## src/rtl/core/assert_macros.svh

```systemverilog
// Assertion macros shared by the RTL of the ordered-number block.
// Plain text only; taken in by `include where assertions are written.
`ifndef ASSERT_MACROS_SVH
`define ASSERT_MACROS_SVH

// Same-cycle implication, disabled in reset.
`define SPTON_ASSERT_IMPL(lbl, ck, rs, ante, cons) \
  lbl: assert property (@(posedge ck) disable iff (rs) (ante) |-> (cons)) \
    else $error("spton: assertion failed");

// Next-cycle implication, disabled in reset.
`define SPTON_ASSERT_NEXT(lbl, ck, rs, ante, cons) \
  lbl: assert property (@(posedge ck) disable iff (rs) (ante) |=> (cons)) \
    else $error("spton: assertion failed");

`endif

```

## src/rtl/core/spton_pkg.sv

```systemverilog
// Types and fixed constants of the string-to-ordered-number block.
// No dependencies; used by the stream interfaces and the top level.
package spton_pkg;

  typedef logic signed [7:0] char_t;
  typedef logic [63:0]       num_t;
  typedef logic [4:0]        plen_t;
  typedef logic [1:0]        reg_idx_t;

  // APB address width: three 32-bit registers at 0x0, 0x4, 0x8
  localparam int unsigned ADDR_W = 4;

  localparam reg_idx_t REG_LOWEST  = 2'd0;
  localparam reg_idx_t REG_HIGHEST = 2'd1;
  localparam reg_idx_t REG_PREFIX  = 2'd2;

  // Reset configuration: printable ASCII ' '..'~', nine-character prefix
  localparam char_t LOWEST_RST  = 8'sd32;
  localparam char_t HIGHEST_RST = 8'sd126;
  localparam plen_t PREFIX_RST  = 5'd9;

endpackage

```

## src/rtl/core/spton_stream_if.sv

```systemverilog
// Valid/ready stream interfaces: character beats in, number beats out.
// Depends on spton_pkg for the payload types.
interface spton_char_if;
  logic              valid;
  logic              ready;
  spton_pkg::char_t  character;
  logic              has_char;
  logic              last;

  modport source (output valid, character, has_char, last, input ready);
  modport sink   (input valid, character, has_char, last, output ready);
endinterface

interface spton_num_if;
  logic             valid;
  logic             ready;
  spton_pkg::num_t  number;

  modport source (output valid, number, input ready);
  modport sink   (input valid, number, output ready);
endinterface

```

## src/rtl/core/string_prefix_to_ordered_number.sv

```systemverilog
// Order-preserving 64-bit number of a character string, streamed one beat per char.
// Depends on spton_pkg, spton_stream_if.sv and assert_macros.svh.
//
// The block takes one character beat per clock, except while the weight table
// is rebuilt or a held result blocks a last beat, and returns, on the beat marked
// last, a 64-bit number whose order follows the string order over the configured
// alphabet and prefix. A beat passes the input register, the term register and
// the accumulate/result register before its result appears on num. The weight
// table is rebuilt by a sequencer after reset and after every APB write; during
// the rebuild chr.ready is low. The sequencer does one 64x8 multiply per entry.
// Registers: 0x0 lowest_char, 0x4 highest_char (signed bytes), 0x8 prefix_len.
`include "assert_macros.svh"

module string_prefix_to_ordered_number #(
  parameter int MAX_PREFIX = 16
) (
  input  logic                          clk,
  input  logic                          rst,
  spton_char_if.sink                    chr,
  spton_num_if.source                   num,
  input  logic                          psel,
  input  logic                          penable,
  input  logic                          pwrite,
  input  logic [spton_pkg::ADDR_W-1:0]  paddr,
  input  logic [31:0]                   pwdata,
  output logic [31:0]                   prdata,
  output logic                          pready
);

  // position counts up to MAX_PREFIX + 1 (one past the prefix marks "longer")
  localparam int POS_W = $clog2(MAX_PREFIX + 2);
  localparam int IDX_W = (MAX_PREFIX > 1) ? $clog2(MAX_PREFIX) : 1;
  localparam logic [POS_W-1:0] POS_SAT = POS_W'(MAX_PREFIX + 1);

  // table rebuild sequencer
  localparam logic [1:0] ST_IDLE = 2'd0;
  localparam logic [1:0] ST_INIT = 2'd1;
  localparam logic [1:0] ST_RUN  = 2'd2;

  // ---------------------------------------------------------------------------
  // Configuration registers (APB, zero wait state)
  // ---------------------------------------------------------------------------
  spton_pkg::char_t    lowest;
  spton_pkg::char_t    highest;
  spton_pkg::plen_t    prefix;
  spton_pkg::reg_idx_t cfg_idx;
  logic                cfg_we;

  assign pready  = 1'b1;
  assign cfg_idx = paddr[3:2];
  assign cfg_we  = psel & penable & pwrite;

  always_ff @(posedge clk) begin
    if (rst) begin
      lowest  <= spton_pkg::LOWEST_RST;
      highest <= spton_pkg::HIGHEST_RST;
      prefix  <= spton_pkg::PREFIX_RST;
    end else if (cfg_we) begin
      unique case (cfg_idx)
        spton_pkg::REG_LOWEST:  lowest  <= pwdata[7:0];
        spton_pkg::REG_HIGHEST: highest <= pwdata[7:0];
        spton_pkg::REG_PREFIX:  prefix  <= pwdata[4:0];
        default: ;  // unmapped: ignored
      endcase
    end
  end

  always_comb begin
    unique case (cfg_idx)
      spton_pkg::REG_LOWEST:  prdata = {{24{lowest[7]}}, lowest};
      spton_pkg::REG_HIGHEST: prdata = {{24{highest[7]}}, highest};
      spton_pkg::REG_PREFIX:  prdata = {27'd0, prefix};
      default:                prdata = '0;
    endcase
  end

  // Effective prefix length, saturated to the table depth
  logic [POS_W-1:0] len;
  always_comb begin
    if (int'(prefix) > MAX_PREFIX) begin
      len = POS_W'(MAX_PREFIX);
    end else begin
      len = POS_W'(prefix);
    end
  end

  // Alphabet width, mod 256 (full byte range gives 0)
  logic [7:0] alpha_w;
  assign alpha_w = $unsigned(highest) - $unsigned(lowest) + 8'd1;

  // ---------------------------------------------------------------------------
  // Weight table rebuild: walk k = len-1 down to 0,
  //   sum += W^(len-1-k); weight[k] = sum; pw *= W
  // Entries at and above len stay cleared.
  // ---------------------------------------------------------------------------
  logic [1:0]        state;
  logic [POS_W-1:0]  cnt;
  logic [POS_W-1:0]  cnt_dec;
  spton_pkg::num_t   pw;
  spton_pkg::num_t   sum;
  spton_pkg::num_t   sum_next;
  spton_pkg::num_t   weights [MAX_PREFIX];

  assign sum_next = sum + pw;
  assign cnt_dec  = cnt - 1'b1;

  always_ff @(posedge clk) begin
    if (rst) begin
      state <= ST_INIT;
    end else if (cfg_we) begin
      state <= ST_INIT;
    end else begin
      unique case (state)
        ST_INIT: state <= ST_RUN;
        ST_RUN:  if (cnt == '0) state <= ST_IDLE;
        ST_IDLE: ;
        default: state <= ST_INIT;
      endcase
    end
  end

  always_ff @(posedge clk) begin
    if (state == ST_INIT) begin
      cnt <= len;
      pw  <= 64'd1;
      sum <= '0;
      for (int i = 0; i < MAX_PREFIX; i++) begin
        weights[i] <= '0;
      end
    end else if (state == ST_RUN && cnt != '0) begin
      weights[cnt_dec[IDX_W-1:0]] <= sum_next;
      sum <= sum_next;
      pw  <= pw * {56'd0, alpha_w};
      cnt <= cnt_dec;
    end
  end

  // ---------------------------------------------------------------------------
  // Stage 1: input register
  // ---------------------------------------------------------------------------
  logic             v1;
  spton_pkg::char_t ch1;
  logic             hc1;
  logic             last1;
  logic             adv2;
  logic             in_acc;

  assign chr.ready = (state == ST_IDLE) & (~v1 | adv2);
  assign in_acc    = chr.valid & chr.ready;

  always_ff @(posedge clk) begin
    if (rst) begin
      v1 <= 1'b0;
    end else if (in_acc) begin
      v1 <= 1'b1;
    end else if (adv2) begin
      v1 <= 1'b0;
    end
  end

  always_ff @(posedge clk) begin
    if (in_acc) begin
      ch1   <= chr.character;
      hc1   <= chr.has_char;
      last1 <= chr.last;
    end
  end

  // ---------------------------------------------------------------------------
  // Stage 1 logic: clamp, digit, table read, digit * weight + 1
  // ---------------------------------------------------------------------------
  logic [POS_W-1:0]   pos;
  logic [POS_W-1:0]   pos_inc;
  spton_pkg::char_t   clamped;
  logic [8:0]         diff;
  logic [7:0]         mag;
  spton_pkg::num_t    weight;
  spton_pkg::num_t    prod;
  spton_pkg::num_t    term;
  logic               contrib;
  logic               extra;

  always_comb begin
    clamped = ch1;
    if (clamped < lowest) clamped = lowest;
    if (clamped > highest) clamped = highest;
  end

  // negative only for an inverted range; product taken mod 2^64
  assign diff    = {clamped[7], clamped} - {lowest[7], lowest};
  assign mag     = diff[8] ? 8'(~diff + 9'd1) : diff[7:0];
  assign weight  = weights[pos[IDX_W-1:0]];
  assign prod    = weight * {56'd0, mag};
  assign term    = diff[8] ? (64'd1 - prod) : (prod + 64'd1);
  assign contrib = hc1 & (pos < len);
  assign pos_inc = (hc1 && pos != POS_SAT) ? pos + 1'b1 : pos;
  assign extra   = pos_inc > len;

  // ---------------------------------------------------------------------------
  // Stage 2: term register; stage 3: accumulator and result register
  // ---------------------------------------------------------------------------
  logic             v2;
  spton_pkg::num_t  term2;
  logic             last2;
  logic             extra2;
  logic             fire2;
  spton_pkg::num_t  acc;
  spton_pkg::num_t  rnum;
  logic             rv;

  // a last beat waits only while the result register is still held
  assign fire2 = v2 & ~(last2 & rv & ~num.ready);
  assign adv2  = ~v2 | fire2;

  always_ff @(posedge clk) begin
    if (rst) begin
      v2  <= 1'b0;
      pos <= '0;
    end else if (adv2) begin
      v2 <= v1;
      if (v1) begin
        pos <= last1 ? '0 : pos_inc;
      end
    end
  end

  always_ff @(posedge clk) begin
    if (adv2 && v1) begin
      term2  <= contrib ? term : '0;
      last2  <= last1;
      extra2 <= extra;
    end
  end

  always_ff @(posedge clk) begin
    if (rst) begin
      acc <= '0;
      rv  <= 1'b0;
    end else begin
      if (fire2) begin
        acc <= last2 ? '0 : acc + term2;
      end
      if (fire2 && last2) begin
        rv <= 1'b1;
      end else if (num.ready) begin
        rv <= 1'b0;
      end
    end
  end

  always_ff @(posedge clk) begin
    if (fire2 && last2) begin
      rnum <= acc + term2 + 64'(extra2);
    end
  end

  assign num.valid  = rv;
  assign num.number = rnum;

  // ---------------------------------------------------------------------------
  // Assertions
  // ---------------------------------------------------------------------------
  `SPTON_ASSERT_NEXT(a_cfg_write_stalls_input, clk, rst, cfg_we, !chr.ready)
  `SPTON_ASSERT_IMPL(a_rebuild_count_in_range, clk, rst, state == ST_RUN, cnt <= len)
  `SPTON_ASSERT_NEXT(a_last_beat_gives_result, clk, rst, fire2 && last2, rv && acc == '0)
  `SPTON_ASSERT_IMPL(a_position_saturates, clk, rst, v1 || v2, pos <= POS_SAT)

endmodule
```

## src/flat_wrapper.sv

```systemverilog
// flat-port wrapper written by rule: the top's interface ports become plain ports
module string_prefix_to_ordered_number_flat 
#(
  parameter int MAX_PREFIX = 16
)
  (clk, rst, psel, penable, pwrite, paddr, pwdata, prdata, pready, chr_valid, chr_character, chr_has_char, chr_last, chr_ready, num_valid, num_number, num_ready);
  spton_char_if chr_i ();
  spton_num_if num_i ();
  input  logic clk;
  input  logic rst;
  input  logic psel;
  input  logic penable;
  input  logic pwrite;
  input  logic [spton_pkg::ADDR_W-1:0] paddr;
  input  logic [31:0] pwdata;
  output logic [31:0] prdata;
  output logic pready;
  input wire logic [$bits(chr_i.valid)-1:0] chr_valid;
  input wire logic [$bits(chr_i.character)-1:0] chr_character;
  input wire logic [$bits(chr_i.has_char)-1:0] chr_has_char;
  input wire logic [$bits(chr_i.last)-1:0] chr_last;
  output wire logic [$bits(chr_i.ready)-1:0] chr_ready;
  output wire logic [$bits(num_i.valid)-1:0] num_valid;
  output wire logic [$bits(num_i.number)-1:0] num_number;
  input wire logic [$bits(num_i.ready)-1:0] num_ready;
  assign chr_i.valid = chr_valid;
  assign chr_i.character = chr_character;
  assign chr_i.has_char = chr_has_char;
  assign chr_i.last = chr_last;
  assign chr_ready = chr_i.ready;
  assign num_valid = num_i.valid;
  assign num_number = num_i.number;
  assign num_i.ready = num_ready;
  string_prefix_to_ordered_number #(.MAX_PREFIX(MAX_PREFIX)) u_core (.clk(clk), .rst(rst), .chr(chr_i), .num(num_i), .psel(psel), .penable(penable), .pwrite(pwrite), .paddr(paddr), .pwdata(pwdata), .prdata(prdata), .pready(pready));
endmodule
```

## config.mk

```make
export PLATFORM = sky130hd
export DESIGN_NAME = string_prefix_to_ordered_number_flat
export DESIGN_NICKNAME = d
export VERILOG_FILES = /design/src/rtl/core/spton_pkg.sv /design/src/rtl/core/spton_stream_if.sv /design/src/rtl/core/string_prefix_to_ordered_number.sv /design/src/flat_wrapper.sv
export VERILOG_INCLUDE_DIRS = /design/src /design/src/rtl/core
export SDC_FILE = /design/constraint.sdc
export NUM_CORES = 2
export LEC_CHECK = 0
export ABC_AREA = 1
export BUFFER_PORTS_ARGS = -buffer_cell sky130_fd_sc_hd__buf_2
export CORE_ASPECT_RATIO = 2
export CORE_UTILIZATION = 55
export DETAILED_ROUTE_END_ITERATION = 7
export PLACE_DENSITY_LB_ADDON = 0.08
export SKIP_LAST_GASP = 1
export SYNTH_ARGS = -nofsm -noshare
export SYNTH_HDL_FRONTEND = slang
export SYNTH_SLANG_ARGS = --single-unit
```

## constraint.sdc

```tcl
create_clock -name clk -period 10.8 [get_ports clk]
set_input_delay 2.7 -clock clk [delete_from_list [all_inputs] [get_ports clk]]
set_output_delay 2.7 -clock clk [all_outputs]
set_load 0.01 [all_outputs]
```

==> Yosys cells after proc, flatten, opt, wreduce, memory -nomap -nowiden <==
Memory sizes are Yosys's and may differ from the RTL's. A register that Yosys moved wholly into a read port is not among the register bits.
Index checks and enable logic that the tools add are counted.
{ "word_totals": {"output_inout_bits": 99, "register_bits": 368, "elab_cells": 105, "mem_bits_rw": 1024, "mem_count": 1} }
{ "op_classes": {"addsub": 11, "n_eq_ne": 6, "bitwise_logic": 16, "n_lt_le_gt_ge": 5, "multipliers": 2, "reduce_logical": 18, "muxes": 27} }
{ "mem_list": {"columns": ["memory", "depth", "width", "read_ports", "rd_clocked_by_memory_dff", "write_ports", "line_no", "rtl"], "rows": [
  ["u_core.weights", 16, 64, 1, 1, 16, "string_prefix_to_ordered_number.sv:102", "spton_pkg::num_t weights [MAX_PREFIX];"]
]} }
{ "op_table": {"columns": ["cell", "count"], "rows": [
  ["$mux 64", 3],
  ["$add 64x64->64", 2],
  ["$mul 64x8->64", 2],
  ["$pmux 32 s3", 1],
  ["$add 64x1->64", 1],
  ["$add 64x1->64 const B", 1],
  ["$reduce_or 64->1", 1],
  ["$sub 1x64->64 const A", 1],
  ["$mux 5", 5],
  ["$mux 8", 3],
  ["$add 8x1->8 const B", 2],
  ["$mux 4", 3],
  ["$mux 1", 10],
  ["$reduce_and 2->1", 5],
  ["$sub 8x8->9", 1],
  ["$and 1x1->1", 8],
  ["$gt 8x8->1", 1],
  ["$lt 8x8->1", 1],
  ["$not 8->8", 1],
  ["$sub 8x8->8", 1],
  ["$pmux 2 s3", 1],
  ["$reduce_bool 2->1", 3],
  ["$add 5x1->5 const B", 1],
  ["$gt 5x5->1", 1],
  ["15 further kinds", 26]
]} }

==> Logic depth before layout (Yosys ltp) <==
{ "logic_depth": {"ltp_word": 11, "ltp_mapped": 68} }

==> Worst setup path after synthesis <==
OpenSTA, ideal clock, no wires.
{ "synth_timing": {"path_type": "flip-flop to flip-flop", "start": "reg u_core.lowest[1]", "end": "reg u_core.term2[34], data pin", "stages_incl_launch_ff": 62, "t_arrival_ps": 10230, "path_slack_ps": 300, "path_buffers": 4, "t_required_ps": 10530, "setup_time_ps": 270, "period_less_slack_ps": 10500, "cell_sequence": "dfxtp_1 inv_1 ha_1 a21boi_0 o211ai_1 nand2_1 a21o_1 a21oi_1 o21ai_0 xnor2_1 clkbuf_1 nand2_1 o21ai_0 ha_1 nand2_1 inv_1 a221oi_1 o21ai_0 (+26 left out) inv_1 nand2_1 nand2_1 nand2_1 nand2_1 nand2_1 nand3_1 xnor2_1 nand2_1 nor2_1 nand2_1 nor3_4 inv_2 nor2_2 nand2_1 xor2_1 nand2_1 a21oi_1"} }
{ "synth_between": {"elab_chain_len": 11} }
{ "synth_rtl": {"columns": ["item", "line_no", "rtl"], "rows": [
  ["start, declared", "string_prefix_to_ordered_number.sv:43", "spton_pkg::char_t lowest;"],
  ["start signal, assigned", "string_prefix_to_ordered_number.sv:55", "lowest <= spton_pkg::LOWEST_RST;"],
  ["start signal, assigned", "string_prefix_to_ordered_number.sv:60", "spton_pkg::REG_LOWEST: lowest <= pwdata[7:0];"],
  ["$lt 8x8->1", "string_prefix_to_ordered_number.sv:185", "if (clamped < lowest) clamped = lowest;"],
  ["$mux 8", "string_prefix_to_ordered_number.sv:185", null],
  ["$gt 8x8->1", "string_prefix_to_ordered_number.sv:186", "if (clamped > highest) clamped = highest;"],
  ["$mux 8", "string_prefix_to_ordered_number.sv:186", null],
  ["$sub 8x8->9 *", "string_prefix_to_ordered_number.sv:190", "assign diff = {clamped[7], clamped} - {lowest[7], lowest};"],
  ["$not 8->8", "string_prefix_to_ordered_number.sv:191", "assign mag = diff[8] ? 8'(~diff + 9'd1) : diff[7:0];"],
  ["$add 8x1->8", "string_prefix_to_ordered_number.sv:191", null],
  ["$mux 8", "string_prefix_to_ordered_number.sv:191", null],
  ["$mul 64x8->64", "string_prefix_to_ordered_number.sv:193", "assign prod = weight * {56'd0, mag};"],
  ["$add 64x1->64 / $sub 1x64->64 (equally long branches)", "string_prefix_to_ordered_number.sv:194", "assign term = diff[8] ? (64'd1 - prod) : (prod + 64'd1);"],
  ["$mux 64 *", "string_prefix_to_ordered_number.sv:194", null],
  ["end signal, assigned", "string_prefix_to_ordered_number.sv:229", "term2 <= contrib ? term : '0;"],
  ["end, declared", "string_prefix_to_ordered_number.sv:203", "spton_pkg::num_t term2;"]
]} }
Mark *: on every way between the ends. The rest lies on a longest branch, timed or not.
A chain may end at the register's enable or synchronous reset.

==> Final worst setup path <==
{ "layout_timing": {"start": "reg u_core.ch1[1]", "end": "reg u_core.term2[52], data pin"} }
{ "layout_between": {"elab_chain_len": 11} }
{ "layout_rtl": {"columns": ["item", "line_no", "rtl"], "rows": [
  ["start, declared", "string_prefix_to_ordered_number.sv:142", "spton_pkg::char_t ch1;"],
  ["start signal, assigned", "string_prefix_to_ordered_number.sv:163", "ch1 <= chr.character;"],
  ["$lt 8x8->1", "string_prefix_to_ordered_number.sv:185", null],
  ["$mux 8 *", "string_prefix_to_ordered_number.sv:185", null],
  ["$gt 8x8->1", "string_prefix_to_ordered_number.sv:186", null],
  ["$mux 8 *", "string_prefix_to_ordered_number.sv:186", null],
  ["$sub 8x8->9 *", "string_prefix_to_ordered_number.sv:190", null],
  ["$not 8->8", "string_prefix_to_ordered_number.sv:191", null],
  ["$add 8x1->8", "string_prefix_to_ordered_number.sv:191", null],
  ["$mux 8", "string_prefix_to_ordered_number.sv:191", null],
  ["$mul 64x8->64", "string_prefix_to_ordered_number.sv:193", null],
  ["$add 64x1->64 / $sub 1x64->64 (equally long branches)", "string_prefix_to_ordered_number.sv:194", null],
  ["$mux 64 *", "string_prefix_to_ordered_number.sv:194", null]
]} }
Marks and branches as above.

==> reports/qor.txt <==
Status -> finished, violations left
Violated checks -> design-rule violations, max-capacitance violations, max-slew violations, negative setup slack
Clk Latency, worst-skew pair -> 850 ps
Critical Path AT -> 11550 ps
Final Non-Filler Cells -> 16222
Clock skew -> 92.78 ps
Post-Syn Area -> 0.1038 mm²
Total track usage -> 46.92%
Worst endpoint required time -> 11250 ps
R2R Path End -> u_core.term2[52]$_SDFFCE_PN0P_
Die height -> 616.2 µm
Post-synthesis async set-or-reset flop share -> 0%
Top_reg_cell synth -> edfxtp_1
Inst Count DP -> 15846
Detailed Route Iter0 Violations -> 10470
Synth-to-Final Area Change -> 18.22%
Crit path to -> u_core.term2[52]$_SDFFCE_PN0P_
Setup slack, reg-to-reg -> -300 ps
Largest net degree at the start of global routing -> 158
Hold slack final -> 466.9 ps
Final worst slack -> -298.8 ps
Fin crit period -> 11100 ps
F_max -> 0.09010 GHz
Vias per inst -> 6.096
GP Congestion -> 1.057
Final Hold Viols -> 0
H-tree depth -> 3
Crit-path most repeated cell -> nand2_1
Seq/Total Area, Yosys -> 38.21%
Max stage delay cell, worst path -> fa_2
Global-route wire length before repair -> 642.1 mm
Total grt overflow -> 0
Remaining DRCs -> 8
Detailed placer's ending HPWL -> 309.7 mm
Port bufs -> 124
Finish-stage setup viols -> 48
Clk root buf -> clkbuf_16
Die area -> 0.1905 mm²
Clock sinks -> 1396
Max_cap viols -> 1
Maximum fanout along the worst path -> 20
Final slew viol count -> 5
DIE WIDTH -> 309.1 µm
Slew headroom -> -6.701%
DR vias -> 98895
Crit-path max cell delay -> 570 ps
Reg clk slew, reported paths -> 70 ps
Most common cell after layout, fill and taps aside -> nand2_1
Starting density of the core -> 55.34%
RSZ-0062 raised after global routing -> yes
Row count -> 225
Met3 usage -> 12.90%
Initial antenna violation count -> 22
Antenna Nets Post-Route -> 0
Final wirelength -> 443.7 mm
Clk buf depth -> 3
Least-Margin Pin Slew -> 1595 ps
Synthesis Warnings -> 0
R2R Path Start -> u_core.ch1[1]$_DFFE_PP_
Most frequent cells in the layout -> 2682 x nand2_1, 2181 x nor2_1, 1633 x inv_1
Min-Delay Path Class -> flop to flop
Post-synth EDFFs -> 1169
Most Used Layer, Global Route -> met2
Setup crit start -> u_core.ch1[1]$_DFFE_PP_
Num CTS Buffers -> 120
I/O Pins -> 152
Share of cells above drive strength 1 -> 16.53%
CORE AREA -> 0.1875 mm²
Wire length per cell -> 27.35 µm
Register-to-Register Path Depth -> 61
Largest area contributor in the netlist -> edfxtp_1
Setup crit end kind -> flop
Synth Area per Inst -> 8.072 µm²
Syn Nets -> 13938
Crit share post-route -> 102.8%
Cells after Synth -> 12853
Yosys reg bits -> 1396
Final net count -> 14683
Met2 Use GR -> 78.51%
Vias in the first global route -> 100705
Cell variety after synth -> 67
Post-synth top area share -> 33.83%
Synth top area cells -> edfxtp_1 34%, fa_1 14%, nand2_1 11%
Critical path type -> flop to flop
Startpoint Class -> flop
Met1 Use GR -> 42.10%
CTS tree -> done
Drt pass-1 iters -> 8
-- how the worst min path moves through the flow --
stage / from / end / slack, ps / depth (start not counted)
2_1_floorplan: u_core.last1$_DFFE_PP_ / u_core.last2$_DFFE_PP_ / 430 / 0
4_1_cts: u_core.sum[43]$_SDFFE_PP0P_ / u_core.sum[43]$_SDFFE_PP0P_ / 460 / 2
3_5_place_dp: u_core.sum[43]$_SDFFE_PP0P_ / u_core.sum[43]$_SDFFE_PP0P_ / 450 / 2
5_1_grt: u_core.sum[47]$_SDFFE_PP0P_ / u_core.sum[47]$_SDFFE_PP0P_ / 470 / 2
6_report: u_core.sum[47]$_SDFFE_PP0P_ / u_core.sum[47]$_SDFFE_PP0P_ / 470 / 2
3_3_place_gp: u_core.sum[33]$_SDFFE_PP0P_ / u_core.sum[33]$_SDFFE_PP0P_ / 440 / 2
-- through the flow --
| stage | cell area [µm²] | setup TNS (ps) | setup slack [ps] | util (%) |
|---|---|---|---|---|
| finish | 122700 | -9474 | -298.8 | 65.42 |
| global route | 122600 | -37340 | -832.0 | 65.39 |
| CTS | 121300 | -1182 | -113.9 | 64.70 |
| detailed placement | 113300 | -42790 | -1100 | 60.43 |
| global placement | 113300 | -40240 | -1067 | 60.43 |
| floorplan | 103800 | 0 | 299.9 | - |
-- flip-flops by register name, summed over array words and instances, names as in the netlist, named ones only --
register / count
u_core.last1: 1
u_core.state: 2
u_core.extra2: 1
u_core.num.number: 64
u_core.num.valid: 1
u_core.highest: 8
u_core.cnt: 5
u_core.weights: 1024
u_core.ch1: 8
u_core.prefix: 5
u_core.v2: 1
u_core.hc1: 1
u_core.sum: 64
u_core.v1: 1
u_core.last2: 1
u_core.pw: 64
u_core.pos: 5
u_core.term2: 64
u_core.acc: 64
u_core.lowest: 8
-- cell usage after synthesis, drive strengths merged (6+ instances only) --
cell,instances
a21o,27
o21ai,393
a21boi,11
clkbuf,461
nand4,80
nor3b,13
a221oi,181
o211ai,26
or2,18
a211oi,6
or3,10
a21oi,924
edfxtp,1169
fa,700
ha,332
and3,7
nor2,2407
o21bai,25
o221ai,14
o31ai,41
nor4,16
a311o,36
dfxtp,227
o32ai,6
nand2,2908
nor3,89
clkinv,6
buf,124
xor2,184
o22ai,28
a211o,11
xnor2,88
o21a,19
a31oi,54
nand3b,25
inv,1695
nand3,475
-- what timing repair did --
action | in CTS | in global routing
endpoints found under the hold margin | 0 | 0
pin swaps | 130 | 114
setup buffers | 100 | 20
hold buffers | 0 | 0
gates resized for setup | 637 | 275
endpoints found under the setup margin | 55 | 57
gates cloned | 12 | 1
-- metal layers --
layer  up-vias  wire [µm]
li1      42919          -
met1     46805     122200
met2      6434     215800
met3      2725      41100
met4        12      64520
met5         -         85
-- cell families (layout without fill, tap and decap cells) --
kind of cell,Yosys count,in the layout,synth area share (%)
AOI/OAI and AO/OA,1812,1812,10.24
and+or+nand+nor,6054,6054,23.24
DFF,1396,1396,38.21
buffers and inverters,2286,3139,8.429
adders and majority gates,1032,1032,17.51
other,1,20,0.003614
xor gates and xnor gates,272,272,2.368
-- final cells by class --
class | count | area, µm²
timing repair buffer | 1208 | 9836
clock inverter | 93 | 1206
clock buffer | 137 | 3118
inverter | 1701 | 6462
sequential | 1396 | 39660
fill | 15780 | 64840
tap | 2497 | 3124
multi-input combinational | 9171 | 59200
antenna | 19 | 47.55
-- critical path, delay by kind of cell (launching register included) --
kind	cells	cell delay [ps]
xor+xnor	2	330
simple gates	24	2780
flops	1	400
compound gates	12	2040
buf+inv	14	1700
fa+ha+maj	9	3470
Power is left out: the tool's default activity adds up to more than one toggle a clock period on the data nets, which glitch-free logic cannot reach.
